`src/design/scale_key_quantizer_macros.svh`:
```
// assertion macros for the scale key quantizer
`ifndef SCALE_KEY_QUANTIZER_MACROS_SVH
`define SCALE_KEY_QUANTIZER_MACROS_SVH

// same-cycle implication
`define SKQ_ASSERT_IMPLIES(label, clk, rst_n, ante, cons) \
    label: assert property (@(posedge clk) disable iff (!rst_n) (ante) |-> (cons)) \
        else $error("skq same-cycle check failed");

// next-cycle implication
`define SKQ_ASSERT_NEXT(label, clk, rst_n, ante, cons) \
    label: assert property (@(posedge clk) disable iff (!rst_n) (ante) |=> (cons)) \
        else $error("skq next-cycle check failed");

// delayed implication
`define SKQ_ASSERT_DELAY2(label, clk, rst_n, ante, cons) \
    label: assert property (@(posedge clk) disable iff (!rst_n) (ante) |-> ##2 (cons)) \
        else $error("skq two-cycle check failed");

`endif

```
`src/design/skq_pkg.sv`:
```
// shared types, constants and helper functions of the scale key quantizer
package skq_pkg;

    localparam int NUM_CLASSES    = 12;
    localparam int CLASS_BITS     = 4;
    localparam int KEY_BITS       = 7;
    localparam int LENGTH_BITS    = 16;
    localparam int ERR_BITS       = 32;
    localparam int STEP_BITS      = 8;
    localparam int MODE_BITS      = 4;
    localparam int POS_BITS       = 12;
    localparam int CFG_INDEX_BITS = 2;
    localparam int CFG_DATA_BITS  = 8;

    localparam logic [NUM_CLASSES-1:0] MAJOR_SHAPE = 12'b1010_1011_0101;

    localparam logic [MODE_BITS-1:0] MODE_ROT_MAX   = 4'd11;
    localparam logic [MODE_BITS-1:0] MODE_SELECTED  = 4'd13;
    localparam logic [MODE_BITS-1:0] MODE_CHROMATIC = 4'd12;

    localparam logic [CFG_INDEX_BITS-1:0] CFG_SCALE_MODE      = 2'd0;
    localparam logic [CFG_INDEX_BITS-1:0] CFG_TRANSPOSE_STEPS = 2'd1;
    localparam logic [CFG_INDEX_BITS-1:0] CFG_FIT_INTO_SCALE  = 2'd2;

    localparam logic [KEY_BITS-1:0] KEY_MAX = 7'd127;
    localparam logic [ERR_BITS-1:0] ERR_MAX = '1;

    typedef logic [NUM_CLASSES-1:0] mask_t;
    typedef logic [CLASS_BITS-1:0] class_t;
    typedef logic signed [POS_BITS-1:0] pos_t;

    typedef enum logic [1:0] {
        OP_OBSERVE = 2'd0,
        OP_ANALYZE = 2'd1,
        OP_MAP     = 2'd2,
        OP_CLEAR   = 2'd3
    } op_t;

    typedef enum logic [2:0] {
        ST_IDLE,
        ST_OBS_READ,
        ST_OBS_WRITE,
        ST_AN_READ,
        ST_AN_WAIT,
        ST_MAP_WAIT
    } ctrl_state_t;

    typedef enum logic [1:0] {
        MS_IDLE,
        MS_FIT,
        MS_ALIGN,
        MS_WALK
    } map_state_t;

    typedef enum logic {
        AS_IDLE,
        AS_SCAN
    } an_state_t;

    typedef struct packed {
        op_t                    opcode;
        logic [KEY_BITS-1:0]    note_key;
        logic [LENGTH_BITS-1:0] note_length;
    } in_word_t;

    typedef struct packed {
        logic [KEY_BITS-1:0]   mapped_key;
        logic                  key_clipped;
        logic [CLASS_BITS-1:0] best_rotation;
        logic [ERR_BITS-1:0]   best_error;
    } out_word_t;

    typedef struct packed {
        logic                        go;
        logic                        fit;
        logic [KEY_BITS-1:0]         note_key;
        logic signed [STEP_BITS-1:0] steps;
        mask_t                       mask;
    } map_req_t;

    typedef struct packed {
        logic                done;
        logic [KEY_BITS-1:0] mapped_key;
        logic                key_clipped;
    } map_rsp_t;

    typedef struct packed {
        logic   valid;
        class_t cls;
    } an_feed_t;

    typedef struct packed {
        logic                done;
        class_t              best_rotation;
        logic [ERR_BITS-1:0] best_error;
    } an_rsp_t;

    // value below 24 folded into 0..11
    function automatic class_t wrap12(input logic [4:0] v);
        logic [4:0] r;
        r = (v >= 5'd12) ? v - 5'd12 : v;
        return r[CLASS_BITS-1:0];
    endfunction

    // remainder by twelve through a reciprocal multiply, valid below 512
    function automatic class_t mod12(input logic [8:0] v);
        logic [17:0] prod;
        logic [8:0]  q;
        logic [8:0]  rem;
        prod = 18'(v) * 18'd171;
        q    = {2'b00, prod[17:11]};
        rem  = v - q * 9'd12;
        return rem[CLASS_BITS-1:0];
    endfunction

    function automatic class_t class_inc(input class_t c);
        return (c == class_t'(NUM_CLASSES - 1)) ? '0 : c + class_t'(1);
    endfunction

    function automatic class_t class_dec(input class_t c);
        return (c == '0) ? class_t'(NUM_CLASSES - 1) : c - class_t'(1);
    endfunction

    // bit c of the result is bit (c - s) mod 12 of v
    function automatic mask_t rotl12(input mask_t v, input class_t s);
        logic [2*NUM_CLASSES-1:0] w;
        w = {v, v} << s;
        return w[2*NUM_CLASSES-1:NUM_CLASSES];
    endfunction

    // lowest j with mask set at class c + j
    function automatic class_t dist_up(input mask_t m, input class_t c);
        class_t d;
        d = '0;
        for (int j = NUM_CLASSES - 1; j >= 0; j--)
        begin
            if (m[wrap12(5'(c) + 5'(j))])
            begin
                d = class_t'(j);
            end
        end
        return d;
    endfunction

    // lowest j with mask set at class c - j
    function automatic class_t dist_dn(input mask_t m, input class_t c);
        class_t d;
        d = '0;
        for (int j = NUM_CLASSES - 1; j >= 0; j--)
        begin
            if (m[wrap12(5'(c) + 5'd12 - 5'(j))])
            begin
                d = class_t'(j);
            end
        end
        return d;
    endfunction

endpackage

```
`src/design/skq_ram.sv`:
```
// generic single-port-write ram with registered read
module skq_ram #(
    parameter int WIDTH = 32,
    parameter int DEPTH = 12
) (
    input  logic                     clk,
    input  logic                     we,
    input  logic [$clog2(DEPTH)-1:0] waddr,
    input  logic [WIDTH-1:0]         wdata,
    input  logic                     re,
    input  logic [$clog2(DEPTH)-1:0] raddr,
    output logic [WIDTH-1:0]         rdata
);

    logic [WIDTH-1:0] store_reg [DEPTH];
    logic [WIDTH-1:0] rdata_reg;

    always_ff @(posedge clk)
    begin
        if (we)
        begin
            store_reg[waddr] <= wdata;
        end
        if (re)
        begin
            rdata_reg <= store_reg[raddr];
        end
    end

    assign rdata = rdata_reg;

endmodule

```
`src/design/skq_analyze.sv`:
```
// key analysis: per-rotation out-of-scale sums and a serial minimum search
module skq_analyze #(
    parameter int WEIGHT_BITS = 32
) (
    input  logic                   clk,
    input  logic                   rst_n,
    input  skq_pkg::an_feed_t      feed,
    input  logic [WEIGHT_BITS-1:0] weight,
    output skq_pkg::an_rsp_t       rsp
);

    localparam int ACC_BITS = WEIGHT_BITS + 3;
    localparam int EXT_BITS = (ACC_BITS > skq_pkg::ERR_BITS) ? ACC_BITS : skq_pkg::ERR_BITS;
    localparam skq_pkg::class_t LAST_CLASS = skq_pkg::class_t'(skq_pkg::NUM_CLASSES - 1);

    skq_pkg::an_state_t state_reg, state_next;
    logic [ACC_BITS-1:0] acc_reg [skq_pkg::NUM_CLASSES];
    logic [ACC_BITS-1:0] acc_next [skq_pkg::NUM_CLASSES];
    skq_pkg::class_t     idx_reg, idx_next;
    logic [ACC_BITS-1:0] best_reg, best_next;
    skq_pkg::class_t     rot_reg, rot_next;
    skq_pkg::an_rsp_t    rsp_reg, rsp_next;

    skq_pkg::mask_t      rot_mask;
    logic [ACC_BITS-1:0] acc_base;
    logic [ACC_BITS-1:0] cand;
    logic                take;
    logic [EXT_BITS-1:0] sel_ext;

    // one lane per rotation, fed one class per cycle
    always_comb
    begin
        rot_mask = '0;
        acc_base = '0;
        for (int r = 0; r < skq_pkg::NUM_CLASSES; r++)
        begin
            rot_mask    = skq_pkg::rotl12(skq_pkg::MAJOR_SHAPE, skq_pkg::class_t'(r));
            acc_base    = (feed.cls == '0) ? '0 : acc_reg[r];
            acc_next[r] = acc_reg[r];
            if (feed.valid)
            begin
                acc_next[r] = rot_mask[feed.cls] ? acc_base : acc_base + ACC_BITS'(weight);
            end
        end
    end

    always_comb
    begin
        state_next = state_reg;
        case (state_reg)
            skq_pkg::AS_IDLE:
            begin
                if (feed.valid && feed.cls == LAST_CLASS)
                begin
                    state_next = skq_pkg::AS_SCAN;
                end
            end
            skq_pkg::AS_SCAN:
            begin
                if (idx_reg == LAST_CLASS)
                begin
                    state_next = skq_pkg::AS_IDLE;
                end
            end
            default:
            begin
                state_next = skq_pkg::AS_IDLE;
            end
        endcase
    end

    // first rotation wins on ties
    always_comb
    begin
        cand      = acc_reg[idx_reg];
        take      = (idx_reg == '0) || (cand < best_reg);
        best_next = take ? cand : best_reg;
        rot_next  = take ? idx_reg : rot_reg;
        sel_ext   = EXT_BITS'(best_next);
        idx_next  = '0;
        rsp_next  = '0;
        if (state_reg == skq_pkg::AS_SCAN)
        begin
            if (idx_reg == LAST_CLASS)
            begin
                rsp_next.done          = 1'b1;
                rsp_next.best_rotation = rot_next;
                rsp_next.best_error    = (sel_ext > EXT_BITS'(skq_pkg::ERR_MAX)) ?
                                         skq_pkg::ERR_MAX : sel_ext[skq_pkg::ERR_BITS-1:0];
            end
            else
            begin
                idx_next = idx_reg + skq_pkg::class_t'(1);
            end
        end
    end

    always_ff @(posedge clk or negedge rst_n)
    begin
        if (!rst_n)
        begin
            state_reg <= skq_pkg::AS_IDLE;
            idx_reg   <= '0;
            rsp_reg   <= '0;
        end
        else
        begin
            state_reg <= state_next;
            idx_reg   <= idx_next;
            rsp_reg   <= rsp_next;
        end
    end

    always_ff @(posedge clk)
    begin
        acc_reg  <= acc_next;
        best_reg <= best_next;
        rot_reg  <= rot_next;
    end

    assign rsp = rsp_reg;

endmodule

```
`src/design/skq_map.sv`:
```
// key mapping: nearest-member search or scale-step walk, then clipping
module skq_map (
    input  logic              clk,
    input  logic              rst_n,
    input  skq_pkg::map_req_t req,
    output skq_pkg::map_rsp_t rsp
);

    skq_pkg::map_state_t state_reg, state_next;
    skq_pkg::mask_t      mask_reg, mask_next;
    logic signed [skq_pkg::STEP_BITS-1:0] steps_reg, steps_next;
    skq_pkg::pos_t       pos_reg, pos_next;
    skq_pkg::class_t     cls_reg, cls_next;
    skq_pkg::class_t     off_reg, off_next;
    skq_pkg::class_t     n_reg, n_next;
    skq_pkg::class_t     up_c_reg, up_c_next;
    skq_pkg::class_t     dn_c_reg, dn_c_next;
    logic                down_reg, down_next;
    skq_pkg::map_rsp_t   rsp_reg, rsp_next;

    logic signed [9:0] base;
    logic [9:0]        biased;
    skq_pkg::pos_t     cand_pos;
    skq_pkg::class_t   cand_c;
    skq_pkg::class_t   off_w;
    logic [4:0]        d;
    skq_pkg::pos_t     fin_pos;
    logic              fin;

    assign base   = $signed({3'b000, req.note_key}) + $signed({{2{req.steps[7]}}, req.steps});
    assign biased = base + 10'sd132;

    // candidates in the order k, k+1, k-1, k+2, k-2 ...
    assign cand_pos = down_reg ? pos_reg - $signed({8'b0, n_reg}) : pos_reg + $signed({8'b0, n_reg});
    assign cand_c   = down_reg ? dn_c_reg : up_c_reg;

    always_comb
    begin
        state_next = state_reg;
        case (state_reg)
            skq_pkg::MS_IDLE:
            begin
                if (req.go)
                begin
                    state_next = req.fit ? skq_pkg::MS_FIT : skq_pkg::MS_ALIGN;
                end
            end
            skq_pkg::MS_FIT:
            begin
                if (mask_reg[cand_c])
                begin
                    state_next = skq_pkg::MS_IDLE;
                end
            end
            skq_pkg::MS_ALIGN:
            begin
                state_next = skq_pkg::MS_WALK;
            end
            skq_pkg::MS_WALK:
            begin
                if (steps_reg == '0)
                begin
                    state_next = skq_pkg::MS_IDLE;
                end
            end
            default:
            begin
                state_next = skq_pkg::MS_IDLE;
            end
        endcase
    end

    always_comb
    begin
        mask_next  = mask_reg;
        steps_next = steps_reg;
        pos_next   = pos_reg;
        cls_next   = cls_reg;
        off_next   = off_reg;
        n_next     = n_reg;
        up_c_next  = up_c_reg;
        dn_c_next  = dn_c_reg;
        down_next  = down_reg;
        off_w      = '0;
        d          = '0;
        fin        = 1'b0;
        fin_pos    = pos_reg;
        case (state_reg)
            skq_pkg::MS_IDLE:
            begin
                if (req.go)
                begin
                    mask_next  = req.mask;
                    steps_next = req.steps;
                    if (req.fit)
                    begin
                        pos_next  = {{2{base[9]}}, base};
                        up_c_next = skq_pkg::mod12(biased[8:0]);
                        dn_c_next = skq_pkg::mod12(biased[8:0]);
                        n_next    = '0;
                        down_next = 1'b1;
                    end
                    else
                    begin
                        pos_next = $signed({5'b00000, req.note_key});
                        cls_next = skq_pkg::mod12({2'b00, req.note_key});
                    end
                end
            end
            skq_pkg::MS_FIT:
            begin
                if (mask_reg[cand_c])
                begin
                    fin     = 1'b1;
                    fin_pos = cand_pos;
                end
                else if (down_reg)
                begin
                    n_next    = n_reg + skq_pkg::class_t'(1);
                    up_c_next = skq_pkg::class_inc(up_c_reg);
                    down_next = 1'b0;
                end
                else
                begin
                    dn_c_next = skq_pkg::class_dec(dn_c_reg);
                    down_next = 1'b1;
                end
            end
            skq_pkg::MS_ALIGN:
            begin
                // off-scale key starts at the next member at or above it
                off_w    = skq_pkg::dist_up(mask_reg, cls_reg);
                pos_next = pos_reg + $signed({8'b0, off_w});
                cls_next = skq_pkg::wrap12(5'(cls_reg) + 5'(off_w));
                off_next = off_w;
            end
            skq_pkg::MS_WALK:
            begin
                if (steps_reg == '0)
                begin
                    fin     = 1'b1;
                    fin_pos = pos_reg - $signed({8'b0, off_reg});
                end
                else if (!steps_reg[skq_pkg::STEP_BITS-1])
                begin
                    d = 5'(skq_pkg::dist_up(mask_reg, skq_pkg::class_inc(cls_reg))) + 5'd1;
                    pos_next   = pos_reg + $signed({7'b0, d});
                    cls_next   = skq_pkg::wrap12(5'(cls_reg) + d);
                    steps_next = steps_reg - 8'sd1;
                end
                else
                begin
                    d = 5'(skq_pkg::dist_dn(mask_reg, skq_pkg::class_dec(cls_reg))) + 5'd1;
                    pos_next   = pos_reg - $signed({7'b0, d});
                    cls_next   = skq_pkg::wrap12(5'(cls_reg) + 5'd12 - d);
                    steps_next = steps_reg + 8'sd1;
                end
            end
            default:
            begin
                fin = 1'b0;
            end
        endcase
    end

    always_comb
    begin
        rsp_next      = '0;
        rsp_next.done = fin;
        if (fin_pos < 12'sd0)
        begin
            rsp_next.mapped_key  = '0;
            rsp_next.key_clipped = 1'b1;
        end
        else if (fin_pos > $signed({5'b00000, skq_pkg::KEY_MAX}))
        begin
            rsp_next.mapped_key  = skq_pkg::KEY_MAX;
            rsp_next.key_clipped = 1'b1;
        end
        else
        begin
            rsp_next.mapped_key = fin_pos[skq_pkg::KEY_BITS-1:0];
        end
    end

    always_ff @(posedge clk or negedge rst_n)
    begin
        if (!rst_n)
        begin
            state_reg <= skq_pkg::MS_IDLE;
            rsp_reg   <= '0;
        end
        else
        begin
            state_reg <= state_next;
            rsp_reg   <= rsp_next;
        end
    end

    always_ff @(posedge clk)
    begin
        mask_reg  <= mask_next;
        steps_reg <= steps_next;
        pos_reg   <= pos_next;
        cls_reg   <= cls_next;
        off_reg   <= off_next;
        n_reg     <= n_next;
        up_c_reg  <= up_c_next;
        dn_c_reg  <= dn_c_next;
        down_reg  <= down_next;
    end

    assign rsp = rsp_reg;

endmodule

```
`src/design/scale_key_quantizer.sv`:
```
// top level of the scale key quantizer: control, configuration and weight memory
//
// usage
//   a command word (opcode, note_key, note_length) is taken on a clock edge with
//   start high and busy low; busy stays high until the command has finished.
//   analyze and map give one result word on result, marked by done for one
//   cycle; observe and clear give none. done cannot be held off.
//   configuration is written through cfg_we, cfg_index and cfg_data while idle.
// steps of each command after it is accepted
//   clear: on acceptance. observe: read, then saturating add written back to ram.
//   analyze: the twelve ram reads, then the twelve-step minimum scan.
//   map, fit: one candidate key per cycle, at most twelve candidates.
//   map, walk: an align step, then one scale member per cycle.
//   the next command is taken at the edge that takes the result.
// reset
//   histogram empty (occupancy bits cleared at once, the ram is not swept),
//   scale_mode chromatic, transpose_steps 0, walk mode.
module scale_key_quantizer #(
    parameter int WEIGHT_BITS = 32
) (
    input  logic                                  clk,
    input  logic                                  rst_n,
    input  logic                                  start,
    output logic                                  busy,
    input  skq_pkg::in_word_t                     cmd,
    output logic                                  done,
    output skq_pkg::out_word_t                    result,
    input  logic                                  cfg_we,
    input  logic [skq_pkg::CFG_INDEX_BITS-1:0]    cfg_index,
    input  logic [skq_pkg::CFG_DATA_BITS-1:0]     cfg_data
);

    `include "scale_key_quantizer_macros.svh"

    localparam int SUM_BITS = ((WEIGHT_BITS > skq_pkg::LENGTH_BITS) ?
                               WEIGHT_BITS : skq_pkg::LENGTH_BITS) + 1;
    localparam logic [WEIGHT_BITS-1:0] WEIGHT_MAX = '1;
    localparam skq_pkg::class_t LAST_CLASS = skq_pkg::class_t'(skq_pkg::NUM_CLASSES - 1);

    skq_pkg::ctrl_state_t state_reg, state_next;
    logic [skq_pkg::MODE_BITS-1:0]        scale_mode_reg;
    logic signed [skq_pkg::STEP_BITS-1:0] transpose_reg;
    logic                                 fit_reg;
    skq_pkg::mask_t                       nz_reg;
    skq_pkg::class_t                      cls_reg;
    logic [skq_pkg::LENGTH_BITS-1:0]      len_reg;
    skq_pkg::class_t                      cnt_reg;
    logic                                 rd_pend_reg;
    skq_pkg::class_t                      rd_cls_reg;
    logic                                 done_reg, done_next;
    skq_pkg::out_word_t                   result_reg, result_next;

    logic                   accept;
    logic                   mem_we;
    logic                   mem_re;
    skq_pkg::class_t        mem_raddr;
    logic [WEIGHT_BITS-1:0] mem_rdata;
    logic [WEIGHT_BITS-1:0] cur_w;
    logic [SUM_BITS-1:0]    sum_w;
    logic [WEIGHT_BITS-1:0] wdata_w;
    skq_pkg::mask_t         scale_mask;
    skq_pkg::an_feed_t      feed;
    logic [WEIGHT_BITS-1:0] feed_weight;
    skq_pkg::an_rsp_t       an_rsp;
    skq_pkg::map_req_t      map_req;
    skq_pkg::map_rsp_t      map_rsp;
    logic                   in_wait;
    logic                   obs_accept;
    logic                   clr_accept;

    assign busy   = (state_reg != skq_pkg::ST_IDLE);
    assign accept = start && !busy;

    // scale mask from mode and occupancy
    always_comb
    begin
        case (scale_mode_reg) inside
            [4'd0:skq_pkg::MODE_ROT_MAX]:
            begin
                scale_mask = skq_pkg::rotl12(skq_pkg::MAJOR_SHAPE,
                                             skq_pkg::class_t'(scale_mode_reg));
            end
            skq_pkg::MODE_SELECTED:
            begin
                scale_mask = (nz_reg == '0) ? skq_pkg::mask_t'(1) : nz_reg;
            end
            default:
            begin
                scale_mask = '1;
            end
        endcase
    end

    always_comb
    begin
        state_next = state_reg;
        case (state_reg)
            skq_pkg::ST_IDLE:
            begin
                if (accept)
                begin
                    case (cmd.opcode)
                        skq_pkg::OP_OBSERVE: state_next = skq_pkg::ST_OBS_READ;
                        skq_pkg::OP_ANALYZE: state_next = skq_pkg::ST_AN_READ;
                        skq_pkg::OP_MAP:     state_next = skq_pkg::ST_MAP_WAIT;
                        default:             state_next = skq_pkg::ST_IDLE;
                    endcase
                end
            end
            skq_pkg::ST_OBS_READ:
            begin
                state_next = skq_pkg::ST_OBS_WRITE;
            end
            skq_pkg::ST_OBS_WRITE:
            begin
                state_next = skq_pkg::ST_IDLE;
            end
            skq_pkg::ST_AN_READ:
            begin
                if (cnt_reg == LAST_CLASS)
                begin
                    state_next = skq_pkg::ST_AN_WAIT;
                end
            end
            skq_pkg::ST_AN_WAIT:
            begin
                if (an_rsp.done)
                begin
                    state_next = skq_pkg::ST_IDLE;
                end
            end
            skq_pkg::ST_MAP_WAIT:
            begin
                if (map_rsp.done)
                begin
                    state_next = skq_pkg::ST_IDLE;
                end
            end
            default:
            begin
                state_next = skq_pkg::ST_IDLE;
            end
        endcase
    end

    always_comb
    begin
        mem_we    = (state_reg == skq_pkg::ST_OBS_WRITE);
        mem_re    = (state_reg == skq_pkg::ST_OBS_READ) || (state_reg == skq_pkg::ST_AN_READ);
        mem_raddr = (state_reg == skq_pkg::ST_AN_READ) ? cnt_reg : cls_reg;
    end

    // an entry with no weight since the last clear reads as zero
    assign cur_w   = nz_reg[cls_reg] ? mem_rdata : '0;
    assign sum_w   = SUM_BITS'(cur_w) + SUM_BITS'(len_reg);
    assign wdata_w = (sum_w > SUM_BITS'(WEIGHT_MAX)) ? WEIGHT_MAX : sum_w[WEIGHT_BITS-1:0];

    assign feed.valid  = rd_pend_reg;
    assign feed.cls    = rd_cls_reg;
    assign feed_weight = nz_reg[rd_cls_reg] ? mem_rdata : '0;

    assign map_req.go       = accept && (cmd.opcode == skq_pkg::OP_MAP);
    assign map_req.fit      = fit_reg;
    assign map_req.note_key = cmd.note_key;
    assign map_req.steps    = transpose_reg;
    assign map_req.mask     = scale_mask;

    always_comb
    begin
        done_next   = an_rsp.done || map_rsp.done;
        result_next = '0;
        if (an_rsp.done)
        begin
            result_next.best_rotation = an_rsp.best_rotation;
            result_next.best_error    = an_rsp.best_error;
        end
        else
        begin
            result_next.mapped_key  = map_rsp.mapped_key;
            result_next.key_clipped = map_rsp.key_clipped;
        end
    end

    always_ff @(posedge clk or negedge rst_n)
    begin
        if (!rst_n)
        begin
            state_reg      <= skq_pkg::ST_IDLE;
            scale_mode_reg <= skq_pkg::MODE_CHROMATIC;
            transpose_reg  <= '0;
            fit_reg        <= 1'b0;
            nz_reg         <= '0;
            cnt_reg        <= '0;
            rd_pend_reg    <= 1'b0;
            rd_cls_reg     <= '0;
            cls_reg        <= '0;
            done_reg       <= 1'b0;
        end
        else
        begin
            state_reg   <= state_next;
            done_reg    <= done_next;
            rd_pend_reg <= (state_reg == skq_pkg::ST_AN_READ);
            rd_cls_reg  <= cnt_reg;
            if (cfg_we)
            begin
                case (cfg_index)
                    skq_pkg::CFG_SCALE_MODE:      scale_mode_reg <= cfg_data[skq_pkg::MODE_BITS-1:0];
                    skq_pkg::CFG_TRANSPOSE_STEPS: transpose_reg  <= $signed(cfg_data);
                    skq_pkg::CFG_FIT_INTO_SCALE:  fit_reg        <= cfg_data[0];
                    default:                      fit_reg        <= fit_reg;
                endcase
            end
            if (accept)
            begin
                cls_reg <= skq_pkg::mod12({2'b00, cmd.note_key});
                cnt_reg <= '0;
                if (cmd.opcode == skq_pkg::OP_CLEAR)
                begin
                    nz_reg <= '0;
                end
            end
            else if (state_reg == skq_pkg::ST_AN_READ)
            begin
                cnt_reg <= cnt_reg + skq_pkg::class_t'(1);
            end
            if (state_reg == skq_pkg::ST_OBS_WRITE)
            begin
                nz_reg[cls_reg] <= nz_reg[cls_reg] || (len_reg != '0);
            end
        end
    end

    always_ff @(posedge clk)
    begin
        if (accept)
        begin
            len_reg <= cmd.note_length;
        end
        result_reg <= result_next;
    end

    assign done   = done_reg;
    assign result = result_reg;

    skq_ram #(
        .WIDTH (WEIGHT_BITS),
        .DEPTH (skq_pkg::NUM_CLASSES)
    ) u_weight_ram (
        .clk   (clk),
        .we    (mem_we),
        .waddr (cls_reg),
        .wdata (wdata_w),
        .re    (mem_re),
        .raddr (mem_raddr),
        .rdata (mem_rdata)
    );

    skq_analyze #(
        .WEIGHT_BITS (WEIGHT_BITS)
    ) u_analyze (
        .clk    (clk),
        .rst_n  (rst_n),
        .feed   (feed),
        .weight (feed_weight),
        .rsp    (an_rsp)
    );

    skq_map u_map (
        .clk   (clk),
        .rst_n (rst_n),
        .req   (map_req),
        .rsp   (map_rsp)
    );

    assign in_wait    = (state_reg == skq_pkg::ST_AN_WAIT) || (state_reg == skq_pkg::ST_MAP_WAIT);
    assign obs_accept = accept && (cmd.opcode == skq_pkg::OP_OBSERVE);
    assign clr_accept = accept && (cmd.opcode == skq_pkg::OP_CLEAR);

    `SKQ_ASSERT_IMPLIES(a_done_from_wait, clk, rst_n, done_reg, $past(in_wait))
    `SKQ_ASSERT_DELAY2(a_observe_writes_back, clk, rst_n, obs_accept, mem_we)
    `SKQ_ASSERT_NEXT(a_clear_empties, clk, rst_n, clr_accept, nz_reg == '0)

endmodule

```
`config.mk`:
```
export PLATFORM = sky130hd
export DESIGN_NAME = scale_key_quantizer
export DESIGN_NICKNAME = d
export VERILOG_FILES = /design/src/design/skq_pkg.sv /design/src/design/skq_ram.sv /design/src/design/skq_analyze.sv /design/src/design/skq_map.sv /design/src/design/scale_key_quantizer.sv
export VERILOG_INCLUDE_DIRS = /design/src /design/src/design
export SDC_FILE = /design/constraint.sdc
export NUM_CORES = 2
export LEC_CHECK = 0
export BUFFER_PORTS_ARGS = -buffer_cell sky130_fd_sc_hd__buf_2
export CORE_ASPECT_RATIO = 0.8
export CORE_UTILIZATION = 59
export DETAILED_ROUTE_END_ITERATION = 12
export PLACE_DENSITY = 0.77
export SLEW_MARGIN = 25
export SYNTH_ARGS = -nofsm -noshare
export SYNTH_HDL_FRONTEND = slang
export SYNTH_SLANG_ARGS = --single-unit
```
`constraint.sdc`:
```
create_clock -name clk -period 9.57 [get_ports clk]
set_input_delay 1.914 -clock clk [delete_from_list [all_inputs] [get_ports clk]]
set_output_delay 1.914 -clock clk [all_outputs]
set_load 0.02 [all_outputs]
```
After elaboration in Yosys (flattened, before gate mapping)
Memories as Yosys holds them, arrays and structs flattened. A register that Yosys moved wholly into a read port is not among the register bits.
Cells that the tools add are included.
Word-level totals
  input bits: 39
  bits in read-only memories: 192
  register bits after elaboration: 667
  memories kept: 13
  logic and storage cells: 619
  bits in writable memories: 384
  output and inout bits: 46
Operators by class
  muxes and demuxes: 284
  bitwise operators: 2
  eq/ne operators: 32
  $add $sub $neg: 111
  multipliers: 4
  shift operators: 1
  $lt $le $gt $ge: 87
  reduce and logical (&&, ||, !) cells: 38
Memory list
  u_weight_ram.store_reg: words 12, width 32, rd ports 1, clocked after Yosys merged registers in 1, wr ports 1, line skq_ram.sv:15  | logic [WIDTH-1:0] store_reg [DEPTH];
  (no name shown): words 16, width 1, rd ports 1, clocked after Yosys merged registers in 0, wr ports 0, line skq_analyze.sv:42  | acc_next[r] = rot_mask[feed.cls] ? acc_base : acc_base + ACC_BITS'(weight);
  (no name shown): words 16, width 1, rd ports 1, clocked after Yosys merged registers in 0, wr ports 0, line skq_analyze.sv:42
  (no name shown): words 16, width 1, rd ports 1, clocked after Yosys merged registers in 0, wr ports 0, line skq_analyze.sv:42
  (no name shown): words 16, width 1, rd ports 1, clocked after Yosys merged registers in 0, wr ports 0, line skq_analyze.sv:42
  (no name shown): words 16, width 1, rd ports 1, clocked after Yosys merged registers in 0, wr ports 0, line skq_analyze.sv:42
  +7 memories
Operators by type and width (count)
  two-way mux 35 bit: 27
  two-way mux 4 bit: 107
  adder 35 x 32 -> 35 bit: 12
  < comparator 4 x 5 -> 1 bit, second input constant: 39
  greater-or-equal comparator 5 x 4 -> 1 bit, second input constant: 37
  binary-select mux 1 bit (select 4 bit): 39
  two-way mux 12 bit: 13
  subtractor 4 bit, second input constant: 39
  binary-select mux 35 bit (select 4 bit): 1
  two-way mux 32 bit: 4
  two-way mux 37 bit: 2
  two-way mux 1 bit: 63
  adder 4 x 4 -> 5 bit, second input constant: 10
  adder 4 x 3 -> 5 bit, second input constant: 8
  one-hot mux 12 bit (3 select lines): 1
  greater-than comparator 35 x 32 -> 1 bit, second input constant: 1
  < comparator 35 bit: 1
  adder 32 x 16 -> 33 bit: 1
  greater-than comparator 33 x 32 -> 1 bit, second input constant: 1
  two-way mux 8 bit: 4
  adder 12 x 5 -> 12 bit: 2
  equality test 4 bit, second input constant: 6
  one-hot mux 12 bit (2 select lines): 1
  one-hot mux 4 bit (2 select lines): 3
  other kinds (65): 137

Logic depth before layout (Yosys ltp)
  depth in word-level cells: 30
  gate-level depth with buffers: 41
  depth with buffers taken out: 38

Hierarchy
A second synthesis with hierarchy kept.
Unflattened totals
  cells, all modules: 7820
  area total of the unflattened synthesis: 79978.0 um^2
By module, submodules not included
  skq_analyze: times used 1, cells each 4865, area each 44642.8 um^2, seq. area each 14443.9 um^2
  skq_ram: times used 1, cells each 664, area each 15493.6 um^2, seq. area each 12492.0 um^2
  skq_map: times used 1, cells each 1589, area each 13260.2 um^2, seq. area each 1866.8 um^2
  scale_key_quantizer: times used 1, cells each 702, area each 6581.3 um^2, seq. area each 2414.8 um^2

Worst setup path before layout
Ideal clock, no wire load.
  path kind: reg2reg
  start point: register rd_pend_reg
  end point: register u_analyze.acc_reg[0] (netlist bit) (enable)
  data arrival time: 8825 ps
  library setup time: 789 ps
  period minus slack after synthesis: 9614 ps
  slack: -44 ps
  cell stages (with the launch flop): 1
  buffers on the path: 0
  path through: dfrtp_1
RTL lines
  start, declared: line scale_key_quantizer.sv:48  | logic rd_pend_reg;
  start signal, assigned: line scale_key_quantizer.sv:203  | rd_pend_reg <= (state_reg == skq_pkg::ST_AN_READ);
  end signal, assigned: line skq_analyze.sv:116  | acc_reg <= acc_next;
  end, declared: line skq_analyze.sv:17  | logic [ACC_BITS-1:0] acc_reg [skq_pkg::NUM_CLASSES];
No word-level cell between the ends.

Worst setup path after layout
  start point: register u_map.cls_reg[2]
  end point: register u_map.pos_reg[11] (data pin)
Between the ends
  word-level cells in the longest chain between the ends: 28
  elaborated cells on any way between the ends: 271
Ends and longest elaborated chain
  start, declared: line skq_map.sv:13  | skq_pkg::class_t cls_reg, cls_next;
  start signal, assigned: line skq_map.sv:205  | cls_reg <= cls_next;
  subtractor 4 x 1 -> 4 bit / logical NOT 4 bit (equally long branches): line skq_pkg.sv:121  | return (c == '0) ? class_t'(NUM_CLASSES - 1) : c - class_t'(1);
  two-way mux 4 bit: line skq_pkg.sv:121
  adder 4 x 4 -> 5 bit: line skq_pkg.sv:151  | if (m[wrap12(5'(c) + 5'd12 - 5'(j))])
  subtractor 5 x 4 -> 5 bit: line skq_pkg.sv:151
  subtractor 4 bit / greater-or-equal comparator 5 x 4 -> 1 bit (equally long branches): line skq_pkg.sv:101  | r = (v >= 5'd12) ? v - 5'd12 : v;
  two-way mux 4 bit: line skq_pkg.sv:101
  binary-select mux 1 bit (select 4 bit): line skq_pkg.sv:151
  two-way mux 1 bit (implied by the code): line skq_pkg.sv:151
  [... 13 more ...]
  two-way mux 4 bit: line skq_map.sv:139  | if (steps_reg == '0)
  two-way mux 4 bit: line skq_map.sv:88  | case (state_reg)
  adder 4 x 1 -> 5 bit: line skq_map.sv:153  | d = 5'(skq_pkg::dist_dn(mask_reg, skq_pkg::class_dec(cls_reg))) + 5'd1;
  subtractor 12 x 6 -> 12 bit: line skq_map.sv:154  | pos_next = pos_reg - $signed({7'b0, d});
  two-way mux 12 bit: line skq_map.sv:144  | else if (!steps_reg[skq_pkg::STEP_BITS-1])
  two-way mux 12 bit: line skq_map.sv:139
  one-hot mux 12 bit (3 select lines) *: line skq_map.sv:88
  net u_map.pos_next[11]: line skq_map.sv:12  | skq_pkg::pos_t pos_reg, pos_next;
  end signal, assigned: line skq_map.sv:204  | pos_reg <= pos_next;
  end, declared: line skq_map.sv:12
The timed path passes the listed nets; every way through them passes the cells marked *. The select of a mux whose other input is x is not followed.
A chain may end at the register's enable or synchronous reset.

==> summary.txt <==
Outcome
  • Status: finished clean

Routing
  • Final antenna-violating net count: 0
  • Drt drc: 0
  • Iteration-0 DRC count of the detailed router: between 7k and 8k
  • Via-per-instance ratio: about 6.4
  • Wire per inst: 22.73 µm
  • First-pass detailed-route iteration total: 6
  • Vias: roughly 65k
  • Routed wire length: 229.6 mm

Logic synthesis
  • Ys flop type: edfxtp_1
  • Syn_nets: 9,007
  • Yosys reg bits: 1,083
  • Synth top cells by count: 1,157 x nand2_1, 905 x edfxtp_1, 653 x o21ai_0, 640 x ha_1, 585 x a21oi_1
  • Cell area after synthesis: 78,940 µm²
  • Syn avg cell area: between 9 and 10 µm²
  • Seq/Total Area, Yosys: 0.3954
  • Largest cells by area after synthesis: edfxtp_1 34%, ha_1 10%, nand2_1 5.5%
  • Yosys top cell by area: edfxtp_1
  • Ys Warns: 0
  • Post-Syn Instances: ~8.3k
  • Async set-reset flop share out of synthesis: 0.08772
  • Distinct cell type count of the synthesized netlist: approximately 110
  • Count leader, synth: nand2_1
  • Synth top area share: 0.3442
  • Post-synth EDFFs: a little over 900

Clock network
  • Clock Tree Buf Depth: 3
  • Post-CTS setup buffers: 0
  • Clock Latency Late Sink: 800 ps
  • Root buffer cell: clkbuf_16
  • Clk slew on worst S/H paths: 70 ps
  • Hold buffers post-CTS: 0
  • Post-CTS sizing: 0
  • CTS buffer count: between 100 and 150
  • H-tree levels: 3
  • Clock sink total: 1,083
  • TritonCTS clock tree: built

Worst setup path
  • Slowest Stage Delay on Critical Path: 600 ps
  • Critical Path Fanout Max: 17
  • Crit path capture type: flop
  • CP required: a little over 10,000 ps
  • Crit-path most repeated cell: ha_1
  • Worst path arrival time: slightly above 9000 ps
  • CP Class: reg2reg
  • Worst setup SP type: flop
  • Slowest-stage cell, CP: ha_1

Final layout
  • Nets: 8,966
  • Fill cells: between 10k and 15k
  • Final core utilization: 0.6450
  • Largest register FFs: 420
  • Area grow syn2layout: 8.028%
  • Post-route cell area: ~85,000 µm²
  • Layout cells sized above 1: 0.08187

Global routing
  • GRT Total Usage: 0.3345
  • First-pass GRT wire length: 353.9 mm
  • GRT busiest layer: met1
  • Grt met2 use: 0.4955
  • Pin count of the biggest net entering global routing: about 190
  • Number of global-route vias before repair: around 60k
  • GRT overflow: 0
  • Met3 usage: 0.05712
  • Initial antenna violation count: 13
  • GRT met1 Usage: 0.4961

Place
  • DP Area: between 80,000 and 90,000 µm²
  • HPWL Detailed: between 150 and 200 mm
  • Number of port buffers: between 80 and 90
  • Routability congestion estimate from global placement: roughly 0.96

Die
  • Die area: 135,300 µm²
  • Starting Density: 0.5971
  • Die X: slightly above 400 µm
  • Core area: between 100,000 and 150,000 µm²
  • Site Rows: ~120
  • Top Ports: 85
  • Die height: around 330 µm

STA
  • Hold Vio Cnt, Final: 0
  • Final setup vio count: 0
  • Unrepaired setup endpoints after global routing: false
  • Fmax: between 100 and 150 MHz
  • Setup TNS: 0 ps
  • Worst slew pin tran: around 1100 ps
  • Final Skew: 71.68 ps
  • Max Slew Vio Count: 0
  • Headroom to the max-slew limit: 0.2624
  • Minimum clock period: approximately 8800 ps
  • WHS: just over 400 ps
  • Period utilization: 0.9230

Worst hold path
  • Hold Path Class: reg2reg

Run
  • Max cap viols: 0

Power and ir drop
  • Leakage: between 30 and 40 nW
  • Power, Total: 0.02592 W
  • P per Cell Area: about 300 nW/µm²
  • Peak VDD IR: approximately 0.00056 V
kinds of logic after synthesis:
logic type	count (synthesis)	synth area share
AND/OR/NAND/NOR	2908	0.1764
AO/OA/AOI/OAI	2149	0.1680
flip-flops	1083	0.3954
adder cells (fa/ha/maj)	684	0.1126
buffers and inverters	661	0.03233
XOR/XNOR	479	0.05352
multiplexers	319	0.06172
other	1	0.00004750
area by class of cell:
cell class	instances	area, µm²	area share
inverters	305	1147	0.01345
diodes	5	12.51	0.0001467
clock buffers	140	3054	0.03581
clock inverters	73	810.8	0.009507
repair buffers	201	1334	0.01564
flip-flops and latches	1083	31230	0.3662
well taps	1754	2195	0.02573
multi-input cells	6540	45500	0.5335
cell usage in the layout, fill, tap and decap left out, drive strengths merged, types with 95 or more instances in the layout:
cell type  instances
a211oi            95
a21o             221
a21oi            587
and2             493
buf              201
clkbuf           140
edfxtp           905
ha               640
inv              301
mux2i            132
mux4             128
nand2           1158
nand2b           101
nand3            259
nor2             420
nor3             130
o21ai            670
xnor2            237
xor2             242
metal layers:
metal / wire [µm] / share of wire
met3: 23820 / 0.10
met2: 98280 / 0.43
met4: 7462 / 0.033
met5: 32 / 0.00014
met1: 99980 / 0.44
worst paths after layout:
path                                       start                   end  slack (ps)  depth (start not counted)
min in group asynchronous                  rst_n      transpose_reg[0]        1100                          1
worst min register to register        cnt_reg[2]         rd_cls_reg[2]         400                          0
worst min-delay path                  cnt_reg[2]         rd_cls_reg[2]         400                          0
worst max-delay path            u_map.cls_reg[2]     u_map.pos_reg[11]         740                         35
worst max register to register  u_map.cls_reg[2]     u_map.pos_reg[11]         740                         35
max in group asynchronous                  rst_n  u_analyze.idx_reg[1]        7100                          2
through the flow:
stage | setup slack [ps] | cells
final | 737.1 | 10100
after global routing | 5.308 | 10100
after CTS | 887.8 | 10100
after detailed placement | 930.7 | 9883
after global placement | 1131 | 9883
after floorplan | 1573 | 8284
report_power, final:
part | internal, W | switching (W) | leakage, nW
combinational | 0.00556 | 0.00891 | 22.7
clock | 0.00258 | 0.00203 | 1.86
sequential | 0.00641 | 0.000426 | 10.2
total | 0.0146 | 0.0114 | 34.8
critical path: cells and delay by family (launching register included):
family                   cells  cell delay [ps]
multiplexers                 2              410
flip-flops                   1              360
AND/OR/NAND/NOR              8             1610
buffers and inverters        4              800
AO/OA/AOI/OAI               15             3330
XOR/XNOR                     1              210
adder cells (fa/ha/maj)      5             1810
No activity file was read; power rests on OpenSTA's default activity.
